<file path="config.mk">
export PLATFORM = sky130hd
export DESIGN_NAME = css_back_flat
export DESIGN_NICKNAME = d
export VERILOG_FILES = /design/src/design/categorical_spike_sampler_top_macros.svh /design/src/design/css_pkg.sv /design/src/design/css_ifs.sv /design/src/design/css_back.sv /design/src/flat_wrapper.sv
export SDC_FILE = /design/constraint.sdc
export NUM_CORES = 1
export LEC_CHECK = 0
export BUFFER_PORTS_ARGS = -buffer_cell sky130_fd_sc_hd__buf_2
export CAP_MARGIN = 10
export CORE_MARGIN = 2
export CORE_UTILIZATION = 63
export CTS_BUF_LIST = sky130_fd_sc_hd__clkbuf_8
export CTS_CLUSTER_SIZE = 12
export DETAILED_ROUTE_END_ITERATION = 7
export HOLD_SLACK_MARGIN = 0.1
export PLACE_DENSITY = 0.87
export SLEW_MARGIN = 30
export SYNTH_ARGS = -nofsm -noshare
export SYNTH_HDL_FRONTEND = slang
export SYNTH_SLANG_ARGS = --single-unit
export TNS_END_PERCENT = 10
</file>
<file path="constraint.sdc">
create_clock -name clk -period 7.8 [get_ports clk]
set_input_delay 0.39 -clock clk [delete_from_list [all_inputs] [get_ports clk]]
set_output_delay 0.39 -clock clk [all_outputs]
set_load 0.005 [all_outputs]
</file>
<file path="src/design/categorical_spike_sampler_top_macros.svh">
// Assertion helpers for the categorical spike sampler.
`ifndef CATEGORICAL_SPIKE_SAMPLER_TOP_MACROS_SVH
`define CATEGORICAL_SPIKE_SAMPLER_TOP_MACROS_SVH
`ifndef NO_ASSERTIONS
// Same-cycle implication.
`define CSS_ASSERT_IMPL(label, clk, rst, ante, cons) \
  label: assert property (@(posedge clk) disable iff (rst) (ante) |-> (cons)) \
    else $error("css assertion failed");
// Next-cycle implication.
`define CSS_ASSERT_NEXT(label, clk, rst, ante, cons) \
  label: assert property (@(posedge clk) disable iff (rst) (ante) |=> (cons)) \
    else $error("css assertion failed");
`else
`define CSS_ASSERT_IMPL(label, clk, rst, ante, cons)
`define CSS_ASSERT_NEXT(label, clk, rst, ante, cons)
`endif
`endif

</file>
<file path="src/design/css_pkg.sv">
package css_pkg;

  localparam int CSS_PROB_W     = 16;
  localparam int CSS_IDX_W      = 7;
  localparam int CSS_WORD_W     = 32;
  localparam int CSS_SUM_W      = 44;
  localparam int CSS_MAX_VECTOR = 128;
  localparam int CSS_FIFO_DEPTH = 4;

  // Generator constants
  localparam int          TW_DEPTH    = 624;
  localparam int          TW_PTR_W    = $clog2(TW_DEPTH);
  localparam int          TW_SHIFT    = 397;
  localparam logic [31:0] TW_MATRIX   = 32'h9908b0df;
  localparam logic [31:0] TW_UPPER    = 32'h80000000;
  localparam logic [31:0] TW_LOWER    = 32'h7fffffff;
  localparam logic [31:0] TW_TEMPER_B = 32'h9d2c5680;
  localparam logic [31:0] TW_TEMPER_C = 32'hefc60000;
  localparam logic [31:0] TW_SEED_MUL = 32'd69069;
  localparam logic [31:0] SEED_RESET  = 32'd4357;

  typedef struct packed {
    logic [CSS_PROB_W-1:0] probability;
    logic                  last_element;
    logic                  first;
    logic [CSS_IDX_W-1:0]  index;
  } css_item_t;

  typedef struct packed {
    logic need;
    logic take;
  } css_tw_req_t;

  typedef struct packed {
    logic                  valid;
    logic [CSS_WORD_W-1:0] word;
  } css_tw_rsp_t;

  typedef enum logic [2:0] {
    TW_UNSEEDED,
    TW_SEED,
    TW_RD_CUR,
    TW_RD_NXT,
    TW_RD_FAR,
    TW_MIX,
    TW_READY
  } css_tw_state_t;

endpackage

</file>
<file path="src/design/css_ifs.sv">


interface css_out_if import css_pkg::*; ();
  logic                 valid;
  logic                 ready;
  logic [CSS_IDX_W-1:0] spike_index;
  modport source (output valid, spike_index, input ready);
  modport sink (input valid, spike_index, output ready);
endinterface


</file>
<file path="src/design/css_back.sv">
module css_back import css_pkg::*; (
  input  logic        clk,
  input  logic        rst,
  input  css_item_t   head,
  input  logic        head_valid,
  output logic        pop,
  input  css_tw_rsp_t tw_rsp,
  output css_tw_req_t tw_req,
  css_out_if.source   spikes
);

  logic [CSS_SUM_W-1:0]  running_sum;
  logic [CSS_WORD_W-1:0] threshold;
  logic                  sample_found;
  logic [CSS_IDX_W-1:0]  found_index;
  logic                  out_valid;
  logic [CSS_IDX_W-1:0]  out_index;

  logic [CSS_WORD_W-1:0] thr_cur;
  logic [CSS_SUM_W-1:0]  sum_cur;
  logic                  found_cur;
  logic [CSS_IDX_W-1:0]  findex_cur;
  logic [CSS_SUM_W-1:0]  thr_wide;
  logic [CSS_SUM_W-1:0]  addend;
  logic [CSS_SUM_W-1:0]  sum_add;
  logic [CSS_SUM_W-1:0]  sum_next;
  logic                  found_next;
  logic [CSS_IDX_W-1:0]  findex_next;
  logic                  word_ok;
  logic                  out_free;

  assign spikes.valid       = out_valid;
  assign spikes.spike_index = out_index;

  // A first element waits for its threshold; a last one for the output slot
  assign word_ok  = !head.first || tw_rsp.valid;
  assign out_free = !out_valid || spikes.ready;
  assign pop      = head_valid && word_ok && (!head.last_element || out_free);

  always_comb begin
    tw_req.need = head_valid && head.first && !tw_rsp.valid;
    tw_req.take = pop && head.first;
  end

  always_comb begin
    thr_cur    = head.first ? tw_rsp.word : threshold;
    sum_cur    = head.first ? '0 : running_sum;
    found_cur  = head.first ? 1'b0 : sample_found;
    findex_cur = head.first ? '0 : found_index;
    thr_wide   = {2'b00, thr_cur, 10'b0};
    addend     = {32'b0, 1'b1, head.probability[10:0]} << head.probability[15:11];
    sum_add    = sum_cur + addend;

    sum_next    = sum_cur;
    found_next  = found_cur;
    findex_next = findex_cur;
    if (!found_cur && (sum_cur < thr_wide)) begin
      sum_next = sum_add;
      if ((sum_add >= thr_wide) || head.last_element) begin
        found_next  = 1'b1;
        findex_next = head.index;
      end
    end
  end

  always_ff @(posedge clk) begin
    if (pop) begin
      threshold   <= thr_cur;
      running_sum <= sum_next;
      found_index <= findex_next;
    end
    if (pop && head.last_element) begin
      out_index <= found_next ? findex_next : '0;
    end
  end

  always_ff @(posedge clk) begin
    if (rst) begin
      sample_found <= 1'b0;
      out_valid    <= 1'b0;
    end else begin
      if (pop) begin
        sample_found <= found_next;
      end
      if (pop && head.last_element) begin
        out_valid <= 1'b1;
      end else if (spikes.ready) begin
        out_valid <= 1'b0;
      end
    end
  end

endmodule

</file>
<file path="src/flat_wrapper.sv">
// flat-port wrapper written by rule: the top's interface ports become plain ports
module css_back_flat import css_pkg::*;
  (clk, rst, head, head_valid, pop, tw_rsp, tw_req, spikes_valid, spikes_spike_index, spikes_ready);
  css_out_if spikes_i ();
  input  logic clk;
  input  logic rst;
  input  css_item_t head;
  input  logic head_valid;
  output logic pop;
  input  css_tw_rsp_t tw_rsp;
  output css_tw_req_t tw_req;
  output wire logic [$bits(spikes_i.valid)-1:0] spikes_valid;
  output wire logic [$bits(spikes_i.spike_index)-1:0] spikes_spike_index;
  input wire logic [$bits(spikes_i.ready)-1:0] spikes_ready;
  assign spikes_valid = spikes_i.valid;
  assign spikes_spike_index = spikes_i.spike_index;
  assign spikes_i.ready = spikes_ready;
  css_back u_core (.clk(clk), .rst(rst), .head(head), .head_valid(head_valid), .pop(pop), .tw_rsp(tw_rsp), .tw_req(tw_req), .spikes(spikes_i));
endmodule
</file>
==> results.py <==
metrics = {
    "clocking": {
        "path_clk_slew_ns": 0.10,
        "cts_buffer_depth": 2,
        "cts-resized-gates": 0,
        "clock_latency_ns": 0.40,
        "tritoncts": "done",
        "cts_setup_buffers": 0,
        "cts_hold_buf": 0,
        "cts_buffers": 9,
        "clkSinkCount": 92,
        "htreeDepth": 3,
        "root_buffer": "clkbuf_8",
    },
    "floorplanning": {
        "coreArea_sq_um": 13900,
        "die_h_microns": 123,
        "rows": 43,
        "initial_core_util_pct": 64.6,
        "ios": 73,
        "die_area_sq_um": 15200,
        "die_x_microns": 123,
    },
    "sta": {
        "worstMarginPinSlew_ns": 0.769,
        "slew_viol_final": 0,
        "max-slew-margin-rel_pct": 48.7,
        "final-setup-viol-count": 0,
        "fmax_ghz": 0.146,
        "fin_setup_tns_ns": 0,
        "worst_slack_ns": 0.964,
        "fin_skew_ns": 0.0122,
        "fin_crit_sh_pct": 87.6,
        "final_hold_viol_count": 0,
        "hold_ws_ns": 0.173,
        "rsz0062_at_grt": "false",
        "min_period_ns": 6.84,
    },
    "min_path": {
        "hold_end": "u_core.spikes.valid$_SDFFE_PP0P_",
        "worstHoldStart": "rst",
        "worst_hold_path_type": "in -> reg",
        "worstHoldPathCells": 2,
    },
    "grt": {
        "grt_remaining_overflow": 0,
        "met1_usage_pct": 41.8,
        "use_met3_pct": 5.07,
        "grt_pass1_wl_microns": 35900,
        "grt_pass1_vias": 7093,
        "grt-busiest-layer": "met2",
        "grtUsageMet2_pct": 47.8,
        "antenna_found_initial": 0,
        "grtUsageTotal_pct": 30.5,
        "grt_max_degree": 59,
    },
    "synthesis": {
        "synth_warnings": 0,
        "yosys.area_share.adder_pct": 15.0,
        "ys_seq_area_share_pct": 30.6,
        "synth_cell_types": 71,
        "yosys.area_share.simple_pct": 17.1,
        "synth_top_family_by_area": "compound AO/OA/AOI/OAI gates",
        "syn_nets": 1161,
        "synthArstFlopShare_pct": 0,
        "ys.flop_type": "edfxtp_1",
        "synth.top_cells.by_count": "ha_1, edfxtp_1, nand2_1",
        "synth_xor_area_share_pct": 3.81,
        "syn_avg_cell_area_sq_um": 9.04,
        "syn_inst": 992,
        "synth_compound_area_share_pct": 19.6,
        "synth.top_cell.area_share_pct": 30.1,
        "synth_area_leaders": "edfxtp_1, ha_1, mux2i_1",
        "muxShareOfSynthArea_pct": 9.68,
        "syn_area_sq_um": 8970,
        "yosysTopAreaCell": "edfxtp_1",
        "synthMostInstantiatedCell": "ha_1",
        "ys_seq_elements": 92,
        "synth_edf_count": 90,
    },
    "layout": {
        "drive_above_1_share_pct": 13.1,
        "syn_to_final_growth_pct": 7.27,
        "fin_cells": 1225,
        "nets": 1209,
        "insertedDiodeCount": 0,
        "n_fill_cell": 1130,
    },
    "placed_design": {
        "io_buffer_count": 72,
        "place_hpwl_microns": 18200,
        "place_ws_ns": 0.649,
        "gp_congestion": 0.951,
        "dpl.cell_count": 1209,
    },
    "routing": {
        "avgRoutedWirePerCell_microns": 18.9,
        "vias_per_cell": 6.42,
        "postRouteAntennaNets": 0,
        "remaining_drc_errors": 0,
        "vias": 7870,
        "drt-pass1-iter-count": 5,
        "drt_wl_total_microns": 23100,
        "drtIter0Drc": 792,
    },
    "critical_path": {
        "rr_worst_depth": 21,
        "crit_required_ns": 7.96,
        "critPathMaxFanout": 20,
        "r2r_end": "u_core.found_index[0]$_DFFE_PP_",
        "r2r_start": "u_core.running_sum[18]$_DFFE_PP_",
        "endpoint_kind": "flip-flop",
        "r2r_slack_ns": 1.87,
        "max_stage_delay_ns": 0.53,
        "crit_top_cell": "o21ai_0",
        "path_depth": 26,
        "critPathKind": "in -> reg",
        "crit_buf_inv": 1,
        "startpoint_type": "input port",
        "cp_top_family": "compound AO/OA/AOI/OAI gates",
        "slowest_stage": "o31ai_1",
        "cp-startpoint": "head[21]",
        "worstPathArrival_ns": 6.99,
    },
    "power": {
        "ir_worst_vdd_uv": 92.9,
        "powerDensity_nw_per_um2": 160,
        "power_leakage_nw": 4.42,
    },
    "status": {
        "outcome": "finished clean",
    },
    "run": {
        "maxCapViolations": 0,
    },
}
==> worst max path at each step <==
stage | end | slack, ns
4_1_cts | u_core.found_index[0]$_DFFE_PP_ | 1.06
6_report | u_core.found_index[0]$_DFFE_PP_ | 0.96
2_1_floorplan | u_core.found_index[3]$_DFFE_PP_ | 1.68
3_5_place_dp | u_core.found_index[0]$_DFFE_PP_ | 0.65
3_3_place_gp | u_core.found_index[6]$_DFFE_PP_ | 0.92
5_1_grt | u_core.found_index[0]$_DFFE_PP_ | 0.48
==> flip-flops by register name, indices dropped and copies added (netlist names) <==
register and cells:
u_core.running_sum 44, u_core.threshold 32, u_core.found_index 7, u_core.spikes.spike_index 7
u_core.sample_found 1, u_core.spikes.valid 1
==> final cells by class <==
cell class | count | area, sq um | area share [%]
multi-input cells | 804 | 5850 | 60.8
clock buffers | 9 | 124 | 1.29
clock inverters | 7 | 70.1 | 0.728
well taps | 180 | 225 | 2.34
flip-flops and latches | 92 | 2740 | 28.5
repair buffers | 76 | 393 | 4.08
inverters | 57 | 214 | 2.22
==> where the power goes <==
group	total, mW	switching [mW]	internal (mW)
Clock	0.329	0.205	0.125
Sequential	0.617	0.0114	0.606
Combinational	0.595	0.359	0.236
Total	1.54	0.575	0.967
==> layer usage <==
| layer | part of all wire, % | up-vias |
|---|---|---|
| li1 | - | 3783 |
| met1 | 44 | 3633 |
| met2 | 44 | 379 |
| met3 | 8.0 | 75 |
| met4 | 4.2 | 0 |
| met5 | 0 | - |
==> cell usage in the layout (no fill, tap or decap), types with 8 or more instances in the layout <==
master	synthesis	layout
mux2i_1	44	44
o21ai_0	47	47
nand2b_1	11	11
nand3_1	20	20
buf_2	5	71
a21oi_1	82	82
nor2b_1	59	59
nand4_1	22	22
and2_1	9	9
o21a_1	8	8
o22ai_1	11	11
inv_1	56	56
ha_1	106	106
nor3_1	12	12
mux2_2	35	35
nand2_1	85	85
o21bai_1	11	11
nor2_1	66	66
xnor2_1	25	25
a21o_1	36	36
a211oi_1	12	12
xor2_1	14	14
clkbuf_8	0	9
edfxtp_1	90	90
==> cell families (layout without fill, tap and decap cells) <==
group	Yosys count	in the layout
compound gates	268	268
xor+xnor	39	39
fa+ha+maj	107	107
buf+inv	96	149
flops	92	92
mux	82	82
simple gates	308	308
==> stage by stage <==
stage | power, mW | area (sq um) | utilization, %
after floorplan | 1.06 | 8970 | -
after global placement | 1.19 | 9430 | 67.9
after CTS | 1.53 | 9620 | 69.3
after detailed placement | 1.21 | 9430 | 67.9
final | 1.54 | 9620 | 69.3
after global routing | 1.62 | 9620 | 69.3
Power figures use the tool's default switching activity.
