[src/design/categorical_spike_sampler_top_macros.svh]
// Assertion helpers for the categorical spike sampler.
`ifndef CATEGORICAL_SPIKE_SAMPLER_TOP_MACROS_SVH
`define CATEGORICAL_SPIKE_SAMPLER_TOP_MACROS_SVH
`ifndef NO_ASSERTIONS
// Same-cycle implication.
`define CSS_ASSERT_IMPL(label, clk, rst, ante, cons) \
  label: assert property (@(posedge clk) disable iff (rst) (ante) |-> (cons)) \
    else $error("css assertion failed");
// Next-cycle implication.
`define CSS_ASSERT_NEXT(label, clk, rst, ante, cons) \
  label: assert property (@(posedge clk) disable iff (rst) (ante) |=> (cons)) \
    else $error("css assertion failed");
`else
`define CSS_ASSERT_IMPL(label, clk, rst, ante, cons)
`define CSS_ASSERT_NEXT(label, clk, rst, ante, cons)
`endif
`endif

[src/design/css_pkg.sv]
package css_pkg;

  localparam int CSS_PROB_W     = 16;
  localparam int CSS_IDX_W      = 7;
  localparam int CSS_WORD_W     = 32;
  localparam int CSS_SUM_W      = 44;
  localparam int CSS_MAX_VECTOR = 128;
  localparam int CSS_FIFO_DEPTH = 4;

  // Generator constants
  localparam int          TW_DEPTH    = 624;
  localparam int          TW_PTR_W    = $clog2(TW_DEPTH);
  localparam int          TW_SHIFT    = 397;
  localparam logic [31:0] TW_MATRIX   = 32'h9908b0df;
  localparam logic [31:0] TW_UPPER    = 32'h80000000;
  localparam logic [31:0] TW_LOWER    = 32'h7fffffff;
  localparam logic [31:0] TW_TEMPER_B = 32'h9d2c5680;
  localparam logic [31:0] TW_TEMPER_C = 32'hefc60000;
  localparam logic [31:0] TW_SEED_MUL = 32'd69069;
  localparam logic [31:0] SEED_RESET  = 32'd4357;

  typedef struct packed {
    logic [CSS_PROB_W-1:0] probability;
    logic                  last_element;
    logic                  first;
    logic [CSS_IDX_W-1:0]  index;
  } css_item_t;

  typedef struct packed {
    logic need;
    logic take;
  } css_tw_req_t;

  typedef struct packed {
    logic                  valid;
    logic [CSS_WORD_W-1:0] word;
  } css_tw_rsp_t;

  typedef enum logic [2:0] {
    TW_UNSEEDED,
    TW_SEED,
    TW_RD_CUR,
    TW_RD_NXT,
    TW_RD_FAR,
    TW_MIX,
    TW_READY
  } css_tw_state_t;

endpackage

[src/design/css_fifo.sv]
module css_fifo import css_pkg::*; #(
  parameter int DEPTH = CSS_FIFO_DEPTH
) (
  input  logic      clk,
  input  logic      rst,
  input  logic      push,
  input  css_item_t push_item,
  input  logic      pop,
  output css_item_t head,
  output logic      head_valid,
  output logic      full
);

  localparam int PTR_W = (DEPTH > 1) ? $clog2(DEPTH) : 1;
  localparam int CNT_W = $clog2(DEPTH + 1);

  css_item_t        slots [DEPTH];
  logic [PTR_W-1:0] wr_ptr;
  logic [PTR_W-1:0] rd_ptr;
  logic [CNT_W-1:0] fill;

  assign head       = slots[rd_ptr];
  assign head_valid = (fill != '0);
  assign full       = (fill == CNT_W'(DEPTH));

  always_ff @(posedge clk) begin
    if (push) begin
      slots[wr_ptr] <= push_item;
    end
  end

  always_ff @(posedge clk) begin
    if (rst) begin
      wr_ptr <= '0;
      rd_ptr <= '0;
      fill   <= '0;
    end else begin
      if (push) begin
        wr_ptr <= (wr_ptr == PTR_W'(DEPTH - 1)) ? '0 : wr_ptr + 1'b1;
      end
      if (pop) begin
        rd_ptr <= (rd_ptr == PTR_W'(DEPTH - 1)) ? '0 : rd_ptr + 1'b1;
      end
      if (push && !pop) begin
        fill <= fill + 1'b1;
      end else if (pop && !push) begin
        fill <= fill - 1'b1;
      end
    end
  end

endmodule

[config.mk]
export PLATFORM = sky130hd
export DESIGN_NAME = css_fifo
export DESIGN_NICKNAME = d
export VERILOG_FILES = /design/src/design/categorical_spike_sampler_top_macros.svh /design/src/design/css_pkg.sv /design/src/design/css_fifo.sv
export SDC_FILE = /design/constraint.sdc
export NUM_CORES = 1
export LEC_CHECK = 0
export ABC_AREA = 1
export BUFFER_PORTS_ARGS = -buffer_cell sky130_fd_sc_hd__buf_2
export CORE_MARGIN = 1
export CORE_UTILIZATION = 45
export DETAILED_ROUTE_END_ITERATION = 8
export GPL_ROUTABILITY_DRIVEN = 0
export GPL_TIMING_DRIVEN = 0
export MAX_ROUTING_LAYER = met4
export PLACE_DENSITY = 0.73
export SYNTH_ARGS = -nofsm -noshare
export SYNTH_HDL_FRONTEND = slang
export SYNTH_SLANG_ARGS = --single-unit
[constraint.sdc]
create_clock -name clk -period 4.6 [get_ports clk]
set_clock_uncertainty 0.2 [all_clocks]
set_input_delay 0.46 -clock clk [delete_from_list [all_inputs] [get_ports clk]]
set_output_delay 0.46 -clock clk [all_outputs]
set_load 0.02 [all_outputs]
==> run_results.csv, run 1 <==
group,metric,value,unit
finish,fill_cells,743,
run_status,status,"complete, but fails checks",
clock_tree,clk_pin_slew,0.10,ns
sta,max-slew-margin-rel,22.5,%
setup_path,arrival,1.65,ns
synthesis,synth.area.top_cells,"edfxtp_1, nor2_1, o21ai_0",
synthesis,ys_seq_area_share,76.4,%
setup_path,cp_max_fo,10,
placed_design,dpl.hpwl,5130,um
global_routing,grt_max_degree,26,
floorplanning,start_util,47.1,%
setup_path,worstPathRequired,3.94,ns
sta,rsz0062_at_grt,"no",
detailed_routing,drtAntennaViolNets,0,
floorplanning,dieHeight,98.3,um
setup_path,crit_type,"register to output pin",
floorplanning,num_io_pins,56,
synthesis,synth.avg_cell_area,13.8,sq um
floorplanning,die_area,0.00965,sq mm
floorplanning,die_width,98.3,um
sta,period_minus_slack,2.31,ns
clock_tree,post_cts_buffers,0,
sta,slew_viol_final,0,
sta,period_share,50.2,%
power_and_ir_drop,leakage,1.79,nW
run_status,violations,"design-rule violations",
setup_path,max_stage_delay,0.40,ns
clock_tree,clk_latency,0.36,ns
clock_tree,cts.sinks,109,
synthesis,ys_ff_latch,109,
setup_path,crit_top_cell,"buf_2",
floorplanning,core_area,0.00885,sq mm
detailed_routing,wire_per_inst,17.3,um
finish,multi_input_area,822,sq um
finish,diodes,0,
synthesis,synth_largest_area_cell,"edfxtp_1",
sta,worst_slew_pin_slew,1.16,ns
finish,drive_gt1_share,23.3,%
synthesis,synth_top_area_share,72.0,%
detailed_routing,via_count,2546,
clock_tree,cts_root_buffer,"clkbuf_8",
synthesis,syn_inst,302,
global_routing,overflow,0,
sta,hold_violations,0,
clock_tree,cts_buffers,9,
placed_design,place_area,0.00458,sq mm
flow_run,drv_cap,0,
global_routing,grt_pass1_vias,2503,
synthesis,synth_fp_nets,338,
synthesis,ys_types,20,
power_and_ir_drop,ir_drop,0.157,mV
floorplanning,rows,34,
clock_tree,cts_hold_buf,0,
finish,area_growth,15.5,%
setup_path,crit_buf_inv,3,
finish,final_area,0.00482,sq mm
global_routing,antenna_found_initial,0,
detailed_routing,drtIter0Drc,121,
sta,max_freq,0.433,GHz
synthesis,ys_warn_count,0,
clock_tree,h-tree-depth,3,
sta,fin_setup_tns,0,ns
setup_path,crit_family,"buffers and inverters",
hold_path,min_path_type,"input pin to register",
detailed_routing,dr.pass1.iters,8,
setup_path,critPathCaptureType,"output pin",
global_routing,grt_pass1_wl,12800,um
setup_path,cpMaxStageDelayCell,"dfxtp_1",
setup_path,startpoint_type,"register",
sta,setup_viol,0,
detailed_routing,drt-total-wl,8300,um
finish,ff_latch_area,0.00318,sq mm
setup_path,crit_chain,"inv_2, buf_2, o21ai_0, o22ai_1, buf_2",
synthesis,synth_area,0.00417,sq mm
finish,nets,404,
detailed_routing,via_per_inst,5.29,
clock_tree,cts.path.max_buffers,2,
global_routing,grt.total_usage,18.5,%
clock_tree,cts_tree,"built",
clock_tree,cts_resized,0,
placed_design,io_buffers,55,
detailed_routing,drc,5,
power_and_ir_drop,powerDensity,430,mW/mm^2
[Yosys cell counts]
cell type	number
a21oi_1	3
buf_2	6
buf_4	8
buf_6	1
dfxtp_1	9
edfxtp_1	100
fa_1	1
ha_1	6
inv_1	14
inv_2	1
inv_4	1
nand2_1	9
nand3_1	1
nand4_1	1
nor2_1	59
nor3_1	3
o21ai_0	39
o21ai_1	14
o22ai_1	25
xor2_1	1
[stage by stage]
step	utilization (%)	power, W	hold slack [ns]	instances	setup slack, ns
detailed placement	51.8	0.00143	0.335	465	2.44
finish	54.4	0.00207	0.107	481	2.29
CTS	54.4	0.00208	0.0949	481	2.29
global route	54.4	0.00215	0.0870	481	2.18
floorplan	-	0.00133	0.290	302	2.89
global placement	51.8	0.00142	0.310	465	2.47
[area by class of cell]
cell class                 instances  area share [%]
buffer                            15            2.10
tap                              108            2.81
inverter                          16            1.30
clock inverter                     7            2.34
multi-input combinational        162            17.1
sequential                       109            66.1
clock buffer                       9            2.57
timing repair buffer              55            5.72
[sequential cells by signal, indices dropped and copies added (netlist names), named ones only]
| register | cells |
|---|---|
| slots | 100 |
| fill | 3 |
| rd_ptr | 2 |
| wr_ptr | 2 |
[logic make-up (layout without fill, tap and decap cells)]
| logic type | count (synthesis) | after routing | share of synthesized area (%) |
|---|---|---|---|
| adders and majority gates | 7 | 7 | 2.28 |
| buffers and inverters | 31 | 102 | 3.93 |
| DFF | 109 | 109 | 76.4 |
| AOI/OAI and AO/OA | 81 | 81 | 10.5 |
| xor gates and xnor gates | 1 | 1 | 0.210 |
| and+or+nand+nor | 73 | 73 | 6.75 |
[worst paths after layout]
check	startpoint	end	slack (ns)	cells past startpoint
worst max-delay path	register	head[1]	2.29	5
worst min-delay path	push_item[17]	slots[3][17]	0.11	1
worst max register to register	wr_ptr[0]	slots[3][22]	2.52	3
worst min register to register	wr_ptr[1]	wr_ptr[1]	0.34	2
[layout by cell type (no fill, tap or decap), types with 2 or more instances in the layout]
master,Yosys,final
edfxtp_1,100,100
buf_2,6,61
nor2_1,59,59
o21ai_0,39,39
o22ai_1,25,25
inv_1,14,14
o21ai_1,14,14
nand2_1,9,9
dfxtp_1,9,9
clkbuf_8,0,9
buf_4,8,8
ha_1,6,6
nor3_1,3,3
a21oi_1,3,3
bufinv_16,0,3
clkinv_2,0,2
[where the power goes]
| group | internal, W | total, W | switching (W) |
|---|---|---|---|
| clock | 0.000360 | 0.000667 | 0.000307 |
| sequential | 0.00113 | 0.00115 | 0.0000162 |
| combinational | 0.0000833 | 0.000258 | 0.000175 |
| total | 0.00157 | 0.00207 | 0.000498 |
[layer usage]
metal	wire length (um)	GRT usage (%)	part of all wire [%]
met1	3680	23.0	44
met2	4150	29.5	50
met3	409	4.94	4.9
met4	70	6.43	0.84
met5	0	-	0
Note: power is estimated with default switching activity, not from simulation.
==> run 2: changes to the inputs <==
clock period = 2.35 ns   (was 4.6 ns; I/O delays follow)
==> run_results.csv, run 2 (synthesized netlist as in run 1, its figures left out) <==
group,metric,value,unit
floorplanning,die_area,0.00965,sq mm
power_and_ir_drop,power.switching,0.000982,W
detailed_routing,drtAntennaViolNets,0,
sta,period_minus_slack,2.07,ns
hold_path,hold_end,"wr_ptr[1]",
setup_path,crit_buf_inv,1,
detailed_routing,drt-total-wl,8610,um
setup_path,arrival,1.85,ns
sta,slew_viol_final,0,
clock_tree,cts_tree,"built",
global_routing,grt_pass1_wl,13100,um
flow_run,drv_cap,0,
placed_design,placedCellCount,465,
detailed_routing,dr.pass1.iters,6,
floorplanning,num_io_pins,56,
setup_path,r2r-start,"wr_ptr[0]",
clock_tree,cts_buffers,9,
setup_path,cpMaxStageDelayCell,"inv_1",
detailed_routing,via_per_inst,5.19,
power_and_ir_drop,pwr-share-comb,13.2,%
finish,top_regs,"slots (100), fill (3)",
finish,diodes,0,
power_and_ir_drop,pwr-share-seq,54.8,%
sta,setup_viol,0,
power_and_ir_drop,ir_drop,0.316,mV
setup_path,max_stage_delay,0.83,ns
setup_path,worst_r2r_path_depth,3,
sta,hold_violations,0,
sta,worst_slew_pin_slew,1.16,ns
power_and_ir_drop,leakage,1.91,nW
run_status,status,"complete, but fails checks",
finish,area_growth,22.0,%
hold_path,hold_depth,3,
setup_path,crit_type,"register to register",
floorplanning,die_width,98.3,um
detailed_routing,via_count,2635,
finish,regMostFlops,"slots",
power_and_ir_drop,internal-power,0.00311,W
finish,fin_util,57.5,%
sta,period_share,88.2,%
finish,nets,431,
setup_path,critPathCaptureType,"register",
finish,instances_no_fill,508,
global_routing,overflow,0,
clock_tree,h-tree-depth,3,
detailed_routing,drtIter0Drc,117,
global_routing,grt.total_usage,19.1,%
setup_path,crit_family,"buffers and inverters",
floorplanning,rows,34,
floorplanning,dieHeight,98.3,um
sta,rsz0062_at_grt,"no",
placed_design,dpl.hpwl,5130,um
power_and_ir_drop,power.share.switching,24.0,%
setup_path,startpoint_type,"register",
sta,max-slew-margin-rel,22.8,%
run_status,violations,"design-rule violations",
sta,fin_setup_tns,0,ns
clock_tree,cts_root_buffer,"clkbuf_8",
setup_path,cp_max_fo,25,
setup_path,crit_chain,"ha_1, nand2_1, inv_1",
sta,fin_hold_ws,0.0288,ns
clock_tree,clk_latency,0.35,ns
global_routing,grt_pass1_vias,2559,
finish,fill_cells,714,
finish,final_cell_mix,"edfxtp_1, buf_2, nor2_1, o21ai_0, dlygate4sd3_1",
finish,largest_reg_flops,100,
clock_tree,cts.path.max_buffers,2,
power_and_ir_drop,power.share.clock,32.0,%
detailed_routing,drc,6,
floorplanning,start_util,47.1,%
hold_path,holdCritStartpoint,"push",
finish,layout_commonest_cell,"edfxtp_1",
sta,max_freq,0.482,GHz
detailed_routing,wire_per_inst,17.0,um
hold_path,min_path_type,"input pin to register",
setup_path,reg2reg_setup_slack,0.28,ns
global_routing,antenna_found_initial,0,
global_routing,grt_max_degree,26,
floorplanning,core_area,0.00885,sq mm
power_and_ir_drop,powerDensity,804,mW/mm^2
setup_path,reg2reg_to,"slots[3][16]",
clock_tree,clk_pin_slew,0.09,ns
clock_tree,cts_resized,0,
clock_tree,cts.sinks,109,
setup_path,worstPathRequired,2.13,ns
placed_design,io_buffers,55,
finish,drive_gt1_share,21.8,%
## run 2: per-stage QoR
step / cell area (sq um) / total power, W / worst slack [ns]
3_5_place_dp: 4580 / 0.00279 / 0.226
2_1_floorplan: 4170 / 0.00259 / 0.681
6_report: 5090 / 0.00409 / 0.277
3_3_place_gp: 4580 / 0.00277 / 0.267
4_1_cts: 5090 / 0.00411 / 0.210
5_1_grt: 5090 / 0.00424 / 0.135
## run 2: power groups by stage
stage | registers, W | logic (W) | clock network [W]
floorplan | 0.00228 | 0.000317 | 0
global placement | 0.00228 | 0.000491 | 0
detailed placement | 0.00229 | 0.000508 | 0
CTS | 0.00224 | 0.000544 | 0.00132
global route | 0.00225 | 0.000590 | 0.00140
finish | 0.00224 | 0.000539 | 0.00131
## run 2: layout make-up
type	instances	area, sq um	share of cell area, %
clock buffers	9	124	2.44
flip-flops and latches	109	3180	62.6
multi-input cells	162	822	16.2
clock inverters	7	113	2.21
well taps	108	135	2.66
repair buffers	82	546	10.7
inverters	16	62.6	1.23
plain buffers	15	101	1.99
## run 2: worst max path at each step
| stage | from | end | slack [ns] | cells past startpoint |
|---|---|---|---|---|
| 4_1_cts | wr_ptr[0] | slots[3][16] | 0.21 | 3 |
| 5_1_grt | wr_ptr[0] | slots[3][2] | 0.13 | 3 |
| 2_1_floorplan | wr_ptr[0] | slots[3][0] | 0.68 | 3 |
| 3_3_place_gp | wr_ptr[0] | slots[3][23] | 0.27 | 3 |
| 3_5_place_dp | wr_ptr[0] | slots[3][22] | 0.23 | 3 |
| 6_report | wr_ptr[0] | slots[3][16] | 0.28 | 3 |
## run 2: worst min-delay path, cell delays in order
cell and delay, ns:
buf_2 0.13, inv_1 0.10, a21oi_1 0.08
## run 2: layer usage
metal,vias up,GRT usage [%],part of all wire (%)
li1,1288,-,-
met1,1280,23.4,42
met2,63,30.9,52
met3,4,4.65,5.1
met4,0,6.89,0.65
met5,-,-,0
## run 2: timing repair
item	CTS	global route
hold buffers	27	0
hold endpoints to repair	106	0
buffers inserted	0	0
==> run 3: changes to the inputs <==
REMOVE_ABC_BUFFERS = 1   (was not set)
==> run_results.csv, run 3 (synthesized netlist as in run 1, its figures left out) <==
group,metric,value,unit
sta,hold_violations,0,
clock_tree,clk_latency,0.36,ns
setup_path,crit_chain,"inv_4, nor2_1, o22ai_1, buf_2",
finish,diodes,0,
finish,nets,417,
run_status,status,"complete, but fails checks",
setup_path,cp_max_fo,50,
global_routing,grt_pass1_vias,2646,
detailed_routing,wire_per_inst,16.2,um
placed_design,dpl.hpwl,4200,um
power_and_ir_drop,pwr-share-seq,57.3,%
setup_path,startpoint_type,"register",
setup_path,critPathCaptureType,"output pin",
clock_tree,cts_root_buffer,"clkbuf_8",
finish,ff_latch_area,0.00319,sq mm
sta,period_share,95.6,%
power_and_ir_drop,power.switching,0.000964,W
sta,max_freq,0.445,GHz
power_and_ir_drop,power.share.clock,30.1,%
finish,final_cell_mix,"edfxtp_1, nor2_1, buf_2, o21ai_0, dlygate4sd3_1",
clock_tree,cts.sinks,109,
setup_path,worstPathRequired,1.91,ns
power_and_ir_drop,pwr-share-comb,12.6,%
floorplanning,rows,34,
clock_tree,cts_tree,"built",
global_routing,grt_max_degree,51,
detailed_routing,dr.pass1.iters,6,
sta,slew_viol_final,0,
floorplanning,num_io_pins,56,
sta,max-slew-margin-rel,22.8,%
placed_design,io_buffers,55,
finish,drive_gt1_share,19.4,%
finish,largest_reg_flops,100,
sta,period_minus_slack,2.25,ns
detailed_routing,drtAntennaViolNets,0,
power_and_ir_drop,leakage,1.84,nW
global_routing,antenna_found_initial,0,
finish,fin_util,56.4,%
sta,rsz0062_at_grt,"no",
hold_path,min_path_type,"input pin to register",
setup_path,cpMaxStageDelayCell,"dfxtp_4",
power_and_ir_drop,ir_drop,0.339,mV
setup_path,arrival,1.81,ns
floorplanning,start_util,47.1,%
floorplanning,core_area,0.00885,sq mm
sta,fin_setup_tns,0,ns
floorplanning,die_width,98.3,um
setup_path,crit_type,"register to output pin",
power_and_ir_drop,power.share.switching,24.5,%
power_and_ir_drop,internal-power,0.00298,W
finish,top_regs,"slots (100), fill (3)",
run_status,violations,"design-rule violations",
global_routing,overflow,0,
detailed_routing,drtIter0Drc,114,
clock_tree,cts.path.max_buffers,2,
setup_path,max_stage_delay,0.47,ns
sta,setup_viol,0,
clock_tree,cts_buffers,9,
detailed_routing,via_per_inst,5.23,
flow_run,drv_cap,0,
clock_tree,h-tree-depth,3,
finish,regMostFlops,"slots",
detailed_routing,drt-total-wl,7980,um
power_and_ir_drop,powerDensity,789,mW/mm^2
finish,multi_input_area,822,sq um
clock_tree,clk_pin_slew,0.10,ns
finish,fill_cells,715,
global_routing,grt_pass1_wl,12600,um
finish,area_growth,19.8,%
global_routing,grt.total_usage,18.1,%
sta,worst_slew_pin_slew,1.16,ns
detailed_routing,via_count,2585,
floorplanning,die_area,0.00965,sq mm
floorplanning,dieHeight,98.3,um
detailed_routing,drc,7,
finish,layout_commonest_cell,"edfxtp_1",
run 3: critical path: cells and delay by family, from the launching register on:
family | cells | cell delay, ns
AND/OR/NAND/NOR | 1 | 0.09
flip-flops | 1 | 0.47
AO/OA/AOI/OAI | 1 | 0.24
buffers and inverters | 2 | 0.64
run 3: repair_timing:
action,4_1_cts,5_1_grt
pin swaps,0,0
endpoints found under the setup margin,25,19
hold buffers,27,0
hold endpoints to repair,107,0
setup buffers,1,0
resized for setup,2,1
run 3: stage by stage:
step                cells  total power, W  instance area, sq um  hold slack, ns  setup slack, ns
detailed placement    450         0.00276                  4480           0.251          0.00258
floorplan             287         0.00257                  4070           0.107            0.162
global placement      450         0.00274                  4480           0.249           -0.687
finish                494         0.00394                  4990          0.0449            0.105
global route          494         0.00410                  4990          0.0434           0.0143
CTS                   494         0.00397                  4990          0.0229           0.0323
run 3: power by group through the flow:
stage                     clock (W)  sequential [W]  combinational [W]
final                       0.00118         0.00226           0.000496
after global placement            0         0.00231           0.000431
after CTS                   0.00121         0.00226           0.000500
after floorplan                   0         0.00229           0.000278
after detailed placement          0         0.00231           0.000447
after global routing        0.00128         0.00227           0.000542
run 3: routing by layer:
metal,track usage [%],wire length [um],vias up,share of wire (%)
met5,-,0,-,0
met4,5.17,75,0,0.94
met3,5.08,400,8,5.0
met2,31.4,4130,58,52
met1,20.3,3370,1263,42
li1,-,-,1256,-
run 3: final timing paths:
check | slack (ns) | end | start | depth (start not counted)
worst max-delay path | 0.10 | head[20] | register | 4
worst min-delay path | 0.04 | wr_ptr[1] | push | 3
worst max register to register | 0.27 | slots[0][12] | wr_ptr[0] | 4
worst min register to register | 0.34 | wr_ptr[1] | wr_ptr[1] | 2
run 3: final cells by class:
type	instances	share of cell area (%)
Sequential cell	109	63.9
Multi-Input combinational cell	162	16.5
Tap cell	108	2.71
Clock buffer	12	3.33
Inverter	16	1.25
Clock inverter	4	1.03
Timing Repair Buffer	83	11.3
