`config.mk`:
```
export PLATFORM = sky130hd
export DESIGN_NAME = css_front_flat
export DESIGN_NICKNAME = d
export VERILOG_FILES = /design/src/design/categorical_spike_sampler_top_macros.svh /design/src/design/css_pkg.sv /design/src/design/css_ifs.sv /design/src/design/css_front.sv /design/src/flat_wrapper.sv
export SDC_FILE = /design/constraint.sdc
export NUM_CORES = 1
export LEC_CHECK = 0
export BUFFER_PORTS_ARGS = -buffer_cell sky130_fd_sc_hd__buf_2
export CORE_AREA = 2 2 42 44
export CTS_BUF_LIST = sky130_fd_sc_hd__clkbuf_16
export DETAILED_ROUTE_END_ITERATION = 12
export DIE_AREA = 0 0 44 46
export PLACE_DENSITY = 0.8
export SLEW_MARGIN = 30
export SYNTH_ARGS = -nofsm -noshare
export SYNTH_HDL_FRONTEND = slang
export SYNTH_SLANG_ARGS = --single-unit
```
`constraint.sdc`:
```
create_clock -name clk -period 2.7 [get_ports clk]
set_input_delay 0.54 -clock clk [delete_from_list [all_inputs] [get_ports clk]]
set_output_delay 0.54 -clock clk [all_outputs]
set_load 0.03 [all_outputs]
```
`src/design/categorical_spike_sampler_top_macros.svh`:
```
// Assertion helpers for the categorical spike sampler.
`ifndef CATEGORICAL_SPIKE_SAMPLER_TOP_MACROS_SVH
`define CATEGORICAL_SPIKE_SAMPLER_TOP_MACROS_SVH
`ifndef NO_ASSERTIONS
// Same-cycle implication.
`define CSS_ASSERT_IMPL(label, clk, rst, ante, cons) \
  label: assert property (@(posedge clk) disable iff (rst) (ante) |-> (cons)) \
    else $error("css assertion failed");
// Next-cycle implication.
`define CSS_ASSERT_NEXT(label, clk, rst, ante, cons) \
  label: assert property (@(posedge clk) disable iff (rst) (ante) |=> (cons)) \
    else $error("css assertion failed");
`else
`define CSS_ASSERT_IMPL(label, clk, rst, ante, cons)
`define CSS_ASSERT_NEXT(label, clk, rst, ante, cons)
`endif
`endif

```
`src/design/css_pkg.sv`:
```
package css_pkg;

  localparam int CSS_PROB_W     = 16;
  localparam int CSS_IDX_W      = 7;
  localparam int CSS_WORD_W     = 32;
  localparam int CSS_SUM_W      = 44;
  localparam int CSS_MAX_VECTOR = 128;
  localparam int CSS_FIFO_DEPTH = 4;

  // Generator constants
  localparam int          TW_DEPTH    = 624;
  localparam int          TW_PTR_W    = $clog2(TW_DEPTH);
  localparam int          TW_SHIFT    = 397;
  localparam logic [31:0] TW_MATRIX   = 32'h9908b0df;
  localparam logic [31:0] TW_UPPER    = 32'h80000000;
  localparam logic [31:0] TW_LOWER    = 32'h7fffffff;
  localparam logic [31:0] TW_TEMPER_B = 32'h9d2c5680;
  localparam logic [31:0] TW_TEMPER_C = 32'hefc60000;
  localparam logic [31:0] TW_SEED_MUL = 32'd69069;
  localparam logic [31:0] SEED_RESET  = 32'd4357;

  typedef struct packed {
    logic [CSS_PROB_W-1:0] probability;
    logic                  last_element;
    logic                  first;
    logic [CSS_IDX_W-1:0]  index;
  } css_item_t;

  typedef struct packed {
    logic need;
    logic take;
  } css_tw_req_t;

  typedef struct packed {
    logic                  valid;
    logic [CSS_WORD_W-1:0] word;
  } css_tw_rsp_t;

  typedef enum logic [2:0] {
    TW_UNSEEDED,
    TW_SEED,
    TW_RD_CUR,
    TW_RD_NXT,
    TW_RD_FAR,
    TW_MIX,
    TW_READY
  } css_tw_state_t;

endpackage

```
`src/design/css_ifs.sv`:
```
interface css_in_if import css_pkg::*; ();
  logic                  valid;
  logic                  ready;
  logic [CSS_PROB_W-1:0] probability;
  logic                  last_element;
  modport source (output valid, probability, last_element, input ready);
  modport sink (input valid, probability, last_element, output ready);
endinterface


```
`src/design/css_front.sv`:
```
module css_front import css_pkg::*; #(
  parameter int MAX_VECTOR = CSS_MAX_VECTOR
) (
  input  logic       clk,
  input  logic       rst,
  css_in_if.sink     samples,
  input  logic       full,
  output logic       push,
  output css_item_t  push_item
);

  localparam int CNT_W = $clog2(MAX_VECTOR);

  logic [CNT_W-1:0] count;

  assign samples.ready = !full;
  assign push          = samples.valid && !full;

  always_comb begin
    push_item.probability  = samples.probability;
    push_item.last_element = samples.last_element;
    push_item.first        = (count == '0);
    push_item.index        = CSS_IDX_W'(count);
  end

  // Position within the vector, saturating at the last slot
  always_ff @(posedge clk) begin
    if (rst) begin
      count <= '0;
    end else if (push) begin
      if (samples.last_element) begin
        count <= '0;
      end else if (count < CNT_W'(MAX_VECTOR - 1)) begin
        count <= count + 1'b1;
      end
    end
  end

endmodule

```
`src/flat_wrapper.sv`:
```
// flat-port wrapper written by rule: the top's interface ports become plain ports
module css_front_flat import css_pkg::*;
#(
  parameter int MAX_VECTOR = CSS_MAX_VECTOR
)
  (clk, rst, full, push, push_item, samples_valid, samples_probability, samples_last_element, samples_ready);
  css_in_if samples_i ();
  input  logic clk;
  input  logic rst;
  input  logic full;
  output logic push;
  output css_item_t push_item;
  input wire logic [$bits(samples_i.valid)-1:0] samples_valid;
  input wire logic [$bits(samples_i.probability)-1:0] samples_probability;
  input wire logic [$bits(samples_i.last_element)-1:0] samples_last_element;
  output wire logic [$bits(samples_i.ready)-1:0] samples_ready;
  assign samples_i.valid = samples_valid;
  assign samples_i.probability = samples_probability;
  assign samples_i.last_element = samples_last_element;
  assign samples_ready = samples_i.ready;
  css_front #(.MAX_VECTOR(MAX_VECTOR)) u_core (.clk(clk), .rst(rst), .samples(samples_i), .full(full), .push(push), .push_item(push_item));
endmodule
```
==> results of run 1 <==
==> kinds of logic (layout without fill, tap and decap cells) <==
group           count (synthesis)  count (layout)  synth area share
flops                           7               7             0.229
simple gates                   19              19             0.243
fa+ha+maj                       2               2            0.0408
buf+inv                        26              25             0.271
compound gates                 17              17             0.216
==> worst paths after layout <==
path	start	to	depth (start not counted)
setup / recovery	u_core.count[1]	push_item[7]	5
hold / removal	u_core.count[0]	u_core.count[0]	2
setup reg to reg	u_core.count[2]	u_core.count[1]	3
hold reg to reg	u_core.count[0]	u_core.count[0]	2
==> per-layer routing <==
layer,part of all wire,GRT usage,vias to the layer above
met5,0,0,-
met4,0.033,0.158,0
met3,0.094,0.0437,12
met2,0.43,0.191,18
met1,0.44,0.170,243
li1,-,-,243
==> power by group through the flow <==
stage / sequential (mW) / combinational (mW) / clock, mW
global placement: 0.108 / 0.0341 / 0
floorplan: 0.110 / 0.0675 / 0
detailed placement: 0.108 / 0.0342 / 0
finish: 0.106 / 0.0345 / 0.250
global route: 0.107 / 0.0371 / 0.259
CTS: 0.107 / 0.0346 / 0.254
==> area by class of cell <==
type | instances | area, µm² | share of cell area
Timing Repair Buffer | 16 | 82.6 | 0.127
Tap cell | 17 | 21.3 | 0.0328
Clock inverter | 1 | 3.75 | 0.00579
Multi-Input combinational cell | 38 | 307 | 0.473
Clock buffer | 3 | 75.1 | 0.116
Inverter | 5 | 18.8 | 0.0290
Sequential cell | 7 | 140 | 0.216
==> cell usage in the layout (no fill, tap or decap), drive strengths merged, types with 2 or more instances in the layout <==
| master | synthesis | routed |
|---|---|---|
| ha | 2 | 2 |
| nor2b | 4 | 4 |
| a21oi | 2 | 2 |
| a21o | 2 | 2 |
| o2111ai | 2 | 2 |
| buf | 19 | 16 |
| o311ai | 2 | 2 |
| dfxtp | 7 | 7 |
| a211oi | 3 | 3 |
| nand3 | 2 | 2 |
| nor3 | 2 | 2 |
| clkbuf | 2 | 3 |
| inv | 5 | 6 |
==> critical path, delay by kind of cell, from the launching register on <==
kind	cells	cell delay [ps]
flops	1	360
simple gates	2	550
buf+inv	2	340
fa+ha+maj	1	140
==> impl_metrics.csv, run 1 <==
group,metric,value,unit
pwr,total_power,0.391,mW
sta,relSlewSlack,0.745,
route,drc_errors,0,
pwr,combPwrFrac,0.088,
sta,fmax,0.462,GHz
synthesis,postSynth.asyncResetShare,0,
sta,setup_slack,533,ps
synthesis,netlist_instances,71,
floorplan,die_x,44,µm
synthesis,synth_ff_type,"dfxtp_1",
run,timing.max_cap.violations,0,
sta,drv_slew,0,
finish,drive_gt1_frac,0.314,
sta,worst_pin_slew,382,ps
route,routedWlPerCell,15.3,µm
finish,antenna_cells,0,
placed_design,place_congestion,0.844,
pwr,netSwitchingPower,0.0807,mW
sta,clock-skew-final,2.73,ps
route,drt_iter0_markers,7,
synthesis,synth.cell_area,613,µm²
grt,grt_pass1_wl,2080,µm
floorplan,floorplan.rows,15,
synthesis,synth_top_cell_by_area,"dfxtp_1",
clock_network,cts_buffers,3,
worst_setup_path,slowest_delay,420,ps
clock_network,cts_hold_buffers,0,
sta,period_minus_slack,2170,ps
finish,finalInstanceArea,648,µm²
placed_design,dp_cells,83,
placed_design,dpl.hpwl,914,µm
pwr,pwr-share-seq,0.273,
floorplan,die_h,46,µm
clock_network,clkLatencyLatePin,230,ps
sta,hold_viol_final,0,
placed_design,postPlaceCellArea,569,µm²
worst_setup_path,criticalPathCategory,"reg2out",
finish,top_register,"u_core.count",
clock_network,h-tree-depth,1,
finish,finish.net_count,94,
synthesis,synth_top_area_share,0.229,
grt,grt_max_degree,11,
worst_setup_path,critPathCaptureType,"output port",
sta,setup_viol,0,
placed_design,numPortBuffers,15,
route,dr.pass1.iters,4,
finish,largest_reg_flops,7,
route,vias_per_cell,5.93,
clock_network,post_cts_resized,0,
synthesis,synth_edf_count,0,
worst_setup_path,worstPathRequired,2160,ps
synthesis,syn_area_per_cell,8.64,µm²
min_path,hp-class,"reg2reg",
synthesis,yosys-top-cells-area,"dfxtp_1, buf_4, ha_1",
clock_network,path_clk_slew,40,ps
clock_network,cts-root-buf,"clkbuf_16",
grt,grt_usage,0.143,
finish,final_cells,87,
clock_network,cts_setup_buffers,0,
finish,fillCellCount,163,
finish,post-route-util,0.402,
pwr,intPower,0.310,mW
finish,reg_top3,"u_core.count (7)",
grt,antenna_found_initial,0,
clock_network,clockBufferDepth,2,
pwr,power_density,603,nW/µm²
worst_setup_path,cp-start-kind,"register",
clock_network,cts.sinks,7,
synthesis,synth_seq_cells,7,
floorplan,io-pin-count,48,
route,wl,1330,µm
synthesis,ys_seq_area_frac,0.229,
synthesis,yosys_warnings,0,
route,postRouteAntennaNets,0,
placed_design,dpl_worst_slack,778,ps
clock_network,cts_tree,"yes",
sta,rsz0062_at_grt,"false",
worst_setup_path,worstPathMaxFanout,7,
route,vias,516,
sta,finalCritPeriodShare,0.802,
sta,fin_setup_tns,0,ps
pwr,ir_worst_vdd,0.230,mV
grt,grt_pass1_vias,495,
floorplan,die_area,2020,µm²
synthesis,synth_common_cells,"buf_4, dfxtp_1, inv_1",
worst_setup_path,slowest_stage,"or4b_1",
worst_setup_path,r2r_slack,1250,ps
pwr,sw_frac_of_total,0.207,
grt,grt_overflow,0,
finish,syn_to_final_growth,5.71,%
sta,whs,610,ps
status,status,"finished, final reports clean",
worst_setup_path,crit_chain,"inv_1, ha_1, or4b_1, nor3_1, buf_2",
synthesis,syn_nets,94,
pwr,p_leak,0.306,nW
floorplan,coreArea,1610,µm²
floorplan,start_util,0.380,
worst_setup_path,crit_arrival,1630,ps
synthesis,synth_cell_types,32,
synthesis,yosysMostFrequentCell,"buf_4",
pwr,p_clk_frac,0.639,
Power figures use the tool's default switching activity.
==> run 2: changes to the inputs <==
Settings changed: CORE_AREA 2 2 42 44 to 2 2 46 48, DIE_AREA 0 0 44 46 to 0 0 48 50, PLACE_DENSITY 0.8 to 0.71.
Clock period 2.7 ns to 1.89 ns, I/O delays scaled along.
==> impl_metrics.csv, run 2 (synthesized netlist as in run 1, its figures left out) <==
group,metric,value,unit
grt,grt_pass1_wl,2360,µm
placed_design,dp_cells,97,
clock_network,path_clk_slew,40,ps
clock_network,clockBufferDepth,2,
pwr,p_clk_frac,0.633,
sta,worst_pin_slew,348,ps
worst_setup_path,cp-endpoint,"push_item[7]",
sta,rsz0062_at_grt,"true",
sta,hold_viol_final,0,
finish,antenna_cells,0,
route,vias_per_cell,5.21,
worst_setup_path,critPathLaunch,"u_core.count[0]",
route,vias,526,
finish,fillCellCount,197,
pwr,sw_frac_of_total,0.214,
finish,drive_gt1_frac,0.419,
worst_setup_path,crit_arrival,1500,ps
floorplan,floorplan.rows,16,
pwr,intPower,0.448,mW
min_path,hp-class,"in2reg",
route,postRouteAntennaNets,0,
finish,largest_reg_flops,7,
worst_setup_path,crit_chain,"inv_2, ha_1, or4b_4, nor3_4, buf_6",
worst_setup_path,slowest_delay,470,ps
clock_network,cts-root-buf,"clkbuf_16",
finish,final_cell_mix,"buf_2, dfxtp_1, buf_4, nor2b_1, inv_1",
route,dr.pass1.iters,2,
worst_setup_path,worstPathRequired,1510,ps
pwr,ir_worst_vdd,0.451,mV
finish,syn_to_final_growth,16.3,%
grt,grt_pass1_vias,511,
grt,grt_max_degree,11,
route,drc_errors,0,
clock_network,cts.sinks,7,
floorplan,coreArea,1900,µm²
route,drt_iter0_markers,10,
finish,top_register,"u_core.count",
worst_setup_path,timing.rr.end,"u_core.count[1]",
sta,whs,460,ps
floorplan,start_util,0.322,
sta,drv_slew,0,
worst_setup_path,critPathCaptureType,"output port",
sta,relSlewSlack,0.764,
floorplan,io-pin-count,48,
clock_network,clkLatencyLatePin,230,ps
grt,antenna_found_initial,0,
worst_setup_path,r2r_slack,480,ps
route,routedWlPerCell,13.9,µm
finish,reg_top3,"u_core.count (7)",
sta,period_minus_slack,1880,ps
clock_network,cts_tree,"yes",
status,status,"finished, final reports clean",
pwr,combPwrFrac,0.103,
placed_design,dpl.hpwl,1070,µm
finish,final_common_cell,"buf_2",
placed_design,place_congestion,0.788,
clock_network,h-tree-depth,1,
pwr,pwr-share-seq,0.265,
pwr,netSwitchingPower,0.122,mW
finish,final_cells,101,
pwr,p_leak,0.336,nW
floorplan,die_h,50,µm
sta,setup_viol,0,
sta,finalCritPeriodShare,0.993,
worst_setup_path,cp-start-kind,"register",
worst_setup_path,r2r_start,"u_core.count[2]",
run,timing.max_cap.violations,0,
clock_network,cts_buffers,3,
sta,clock-skew-final,2.93,ps
worst_setup_path,slowest_stage,"or4b_4",
worst_setup_path,criticalPathCategory,"reg2out",
finish,finish.net_count,98,
floorplan,die_area,2400,µm²
sta,fmax,0.533,GHz
sta,setup_slack,14.2,ps
placed_design,numPortBuffers,15,
pwr,power_density,799,nW/µm²
grt,grt_usage,0.138,
placed_design,dpl_worst_slack,172,ps
worst_setup_path,worstPathMaxFanout,3,
floorplan,die_x,48,µm
grt,grt_overflow,0,
route,wl,1410,µm
worst_setup_path,ff2ff_path_depth,4,
run 2: cell types whose count changed in the layout (fill, tap and decap cells not counted), sizes merged:
cell,delta
buf,+4
run 2: critical path, delay by kind of cell (launching register included):
family                   cells  cell delay, ps
adder cells (fa/ha/maj)      1             130
buffers and inverters        2             210
flip-flops                   1             310
AND/OR/NAND/NOR              2             610
run 2: power groups by stage:
stage	registers [mW]	logic, mW	clock network (mW)
after CTS	0.151	0.0586	0.364
after detailed placement	0.153	0.0552	0
final	0.151	0.0585	0.361
after floorplan	0.157	0.0977	0
after global routing	0.151	0.0633	0.372
after global placement	0.153	0.0542	0
run 2: worst min-delay path by stage:
stage	from	endpoint	slack (ps)	cells after the start
2_1_floorplan	full	u_core.count[0]	600	2
3_3_place_gp	u_core.count[1]	u_core.count[1]	540	2
3_5_place_dp	u_core.count[1]	u_core.count[1]	570	2
4_1_cts	rst	u_core.count[5]	460	2
5_1_grt	rst	u_core.count[3]	490	2
6_report	rst	u_core.count[3]	460	2
run 2: final cells by class:
type,count,area (µm²),area share
clock buffers,3,75.1,0.105
clock inverters,1,3.75,0.00526
inverters,5,18.8,0.0263
multi-input cells,38,322,0.451
flip-flops and latches,7,141,0.198
well taps,27,33.8,0.0474
repair buffers,20,119,0.167
run 2: repair_timing:
item | CTS | global route
endpoints found under the setup margin | 1 | 1
buffers inserted | 0 | 0
hold buffers | 0 | 0
gates resized for setup | 5 | 1
run 2: routing by layer:
layer / vias up / part of all wire / global-route usage
met5: - / 0 / 0
met4: 0 / 0.032 / 0.0946
met3: 9 / 0.075 / 0.0549
met2: 27 / 0.46 / 0.184
met1: 239 / 0.43 / 0.174
li1: 251 / - / -
run 2: stage by stage:
stage               setup TNS [ps]  power, mW   util  area [µm²]
floorplan                        0      0.254      -         624
global placement                 0      0.207  0.328         623
detailed placement               0      0.208  0.328         623
CTS                              0      0.573  0.374         712
global route                 -44.1      0.586  0.375         713
finish                           0      0.570  0.375         713
==> run 3: changes to the inputs <==
Settings changed: CORE_AREA 2 2 46 48 to 2 2 45 47, CTS_BUF_LIST sky130_fd_sc_hd__clkbuf_16 to sky130_fd_sc_hd__clkbuf_4, DIE_AREA 0 0 48 50 to 0 0 47 49, PLACE_DENSITY 0.71 to 0.73.
==> impl_metrics.csv, run 3 (synthesized netlist as in run 1, its figures left out) <==
group,metric,value,unit
route,routedWlPerCell,14.4,µm
route,dr.pass1.iters,4,
clock_network,cts.sinks,7,
finish,final_common_cell,"buf_2",
placed_design,place_congestion,0.808,
worst_setup_path,worstPathRequired,1510,ps
floorplan,start_util,0.333,
clock_network,cts-root-buf,"clkbuf_4",
floorplan,die_x,47,µm
sta,setup_viol,1,
worst_setup_path,slowest_delay,470,ps
finish,drive_gt1_frac,0.446,
finish,antenna_cells,0,
clock_network,clockBufferDepth,2,
placed_design,numPortBuffers,15,
finish,reg_top3,"u_core.count (7)",
finish,fillCellCount,207,
worst_setup_path,criticalPathCategory,"reg2out",
placed_design,dpl.hpwl,1070,µm
sta,hold_viol_final,0,
worst_setup_path,crit_chain,"inv_2, ha_1, or4b_4, nor3_4, buf_6",
placed_design,dpl_worst_slack,138,ps
grt,grt_pass1_vias,526,
sta,period_minus_slack,1910,ps
sta,clock-skew-final,5.90,ps
clock_network,cts_setup_buffers,0,
grt,grt_overflow,0,
worst_setup_path,worstPathMaxFanout,3,
sta,drv_slew,0,
worst_setup_path,cp-start-kind,"register",
finish,finish.net_count,98,
route,vias_per_cell,5.47,
pwr,power_density,545,nW/µm²
min_path,hold_depth,2,
min_path,hp-class,"in2reg",
clock_network,path_clk_slew,50,ps
clock_network,clkLatencyLatePin,260,ps
grt,antenna_found_initial,0,
sta,worst_pin_slew,472,ps
route,wl,1460,µm
sta,rsz0062_at_grt,"true",
finish,final_cell_mix,"buf_2, buf_4, dfxtp_1, nor2b_1, clkbuf_4",
finish,syn_to_final_growth,8.57,%
floorplan,io-pin-count,48,
worst_setup_path,crit_arrival,1530,ps
route,postRouteAntennaNets,0,
worst_setup_path,slowest_stage,"or4b_4",
clock_network,h-tree-depth,1,
clock_network,cts_buffers,3,
pwr,total_power,0.363,mW
route,vias,552,
sta,setup_slack,-22.0,ps
route,drc_errors,0,
sta,relSlewSlack,0.685,
finish,largest_reg_flops,7,
sta,fmax,0.523,GHz
grt,grt_usage,0.153,
floorplan,coreArea,1840,µm²
finish,top_register,"u_core.count",
status,status,"finished with violations",
floorplan,floorplan.rows,16,
finish,finalInstanceArea,666,µm²
worst_setup_path,r2r_slack,480,ps
placed_design,postPlaceCellArea,623,µm²
floorplan,die_area,2300,µm²
floorplan,die_h,49,µm
grt,grt_max_degree,11,
worst_setup_path,critPathCaptureType,"output port",
pwr,ir_worst_vdd,0.351,mV
worst_setup_path,ff2ff_path_depth,4,
pwr,p_leak,0.313,nW
grt,grt_pass1_wl,2500,µm
route,drt_iter0_markers,14,
clock_network,cts_tree,"yes",
run,timing.max_cap.violations,0,
sta,finalCritPeriodShare,1.01,
status,violations,"negative setup slack",
run 3: changes by cell type in the layout (fill, tap and decap cells not counted), sizes merged:
cell,before,now
inv,6,5
clkbuf,3,4
run 3: worst paths after layout:
path                                       from              end
worst min-delay path                        rst  u_core.count[5]
worst min register to register  u_core.count[1]  u_core.count[1]
worst max register to register  u_core.count[2]  u_core.count[1]
worst max-delay path            u_core.count[1]     push_item[7]
run 3: per-stage QoR:
step           std cells  setup TNS [ps]  hold slack [ps]  utilization
4_1_cts              101           -42.9              429        0.361
2_1_floorplan         71               0              601            -
6_report             101           -22.0              438        0.361
5_1_grt              101           -99.4              444        0.361
3_3_place_gp          97               0              551        0.338
3_5_place_dp          97               0              586        0.338
run 3: layout make-up:
cell class,instances,area (µm²),share of cell area
sequential,7,143,0.214
inverter,5,18.8,0.0282
clock buffer,4,30.0,0.0451
timing repair buffer,20,119,0.179
tap,27,33.8,0.0508
multi-input combinational,38,322,0.483
run 3: metal layers:
| metal | part of all wire | global-route usage | up-vias |
|---|---|---|---|
| li1 | - | - | 253 |
| met1 | 0.42 | 0.186 | 260 |
| met2 | 0.45 | 0.210 | 30 |
| met3 | 0.098 | 0.0852 | 9 |
| met4 | 0.032 | 0.0787 | 0 |
| met5 | 0 | 0 | - |
run 3: what timing repair did:
item | CTS | global route
gates resized for setup | 6 | 1
hold buffers | 0 | 0
endpoints found under the setup margin | 1 | 1
run 3: critical path: cells and delay by family, from the launching register on:
family        cells  cell delay, ps
buf+inv           2             220
flops             1             330
simple gates      2             600
fa+ha+maj         1             140
run 3: where the power goes:
group          leakage (nW)  switching (mW)  internal, mW
clock network        0.0184          0.0594        0.0952
registers            0.0574        0.000927         0.149
logic                 0.237          0.0360        0.0223
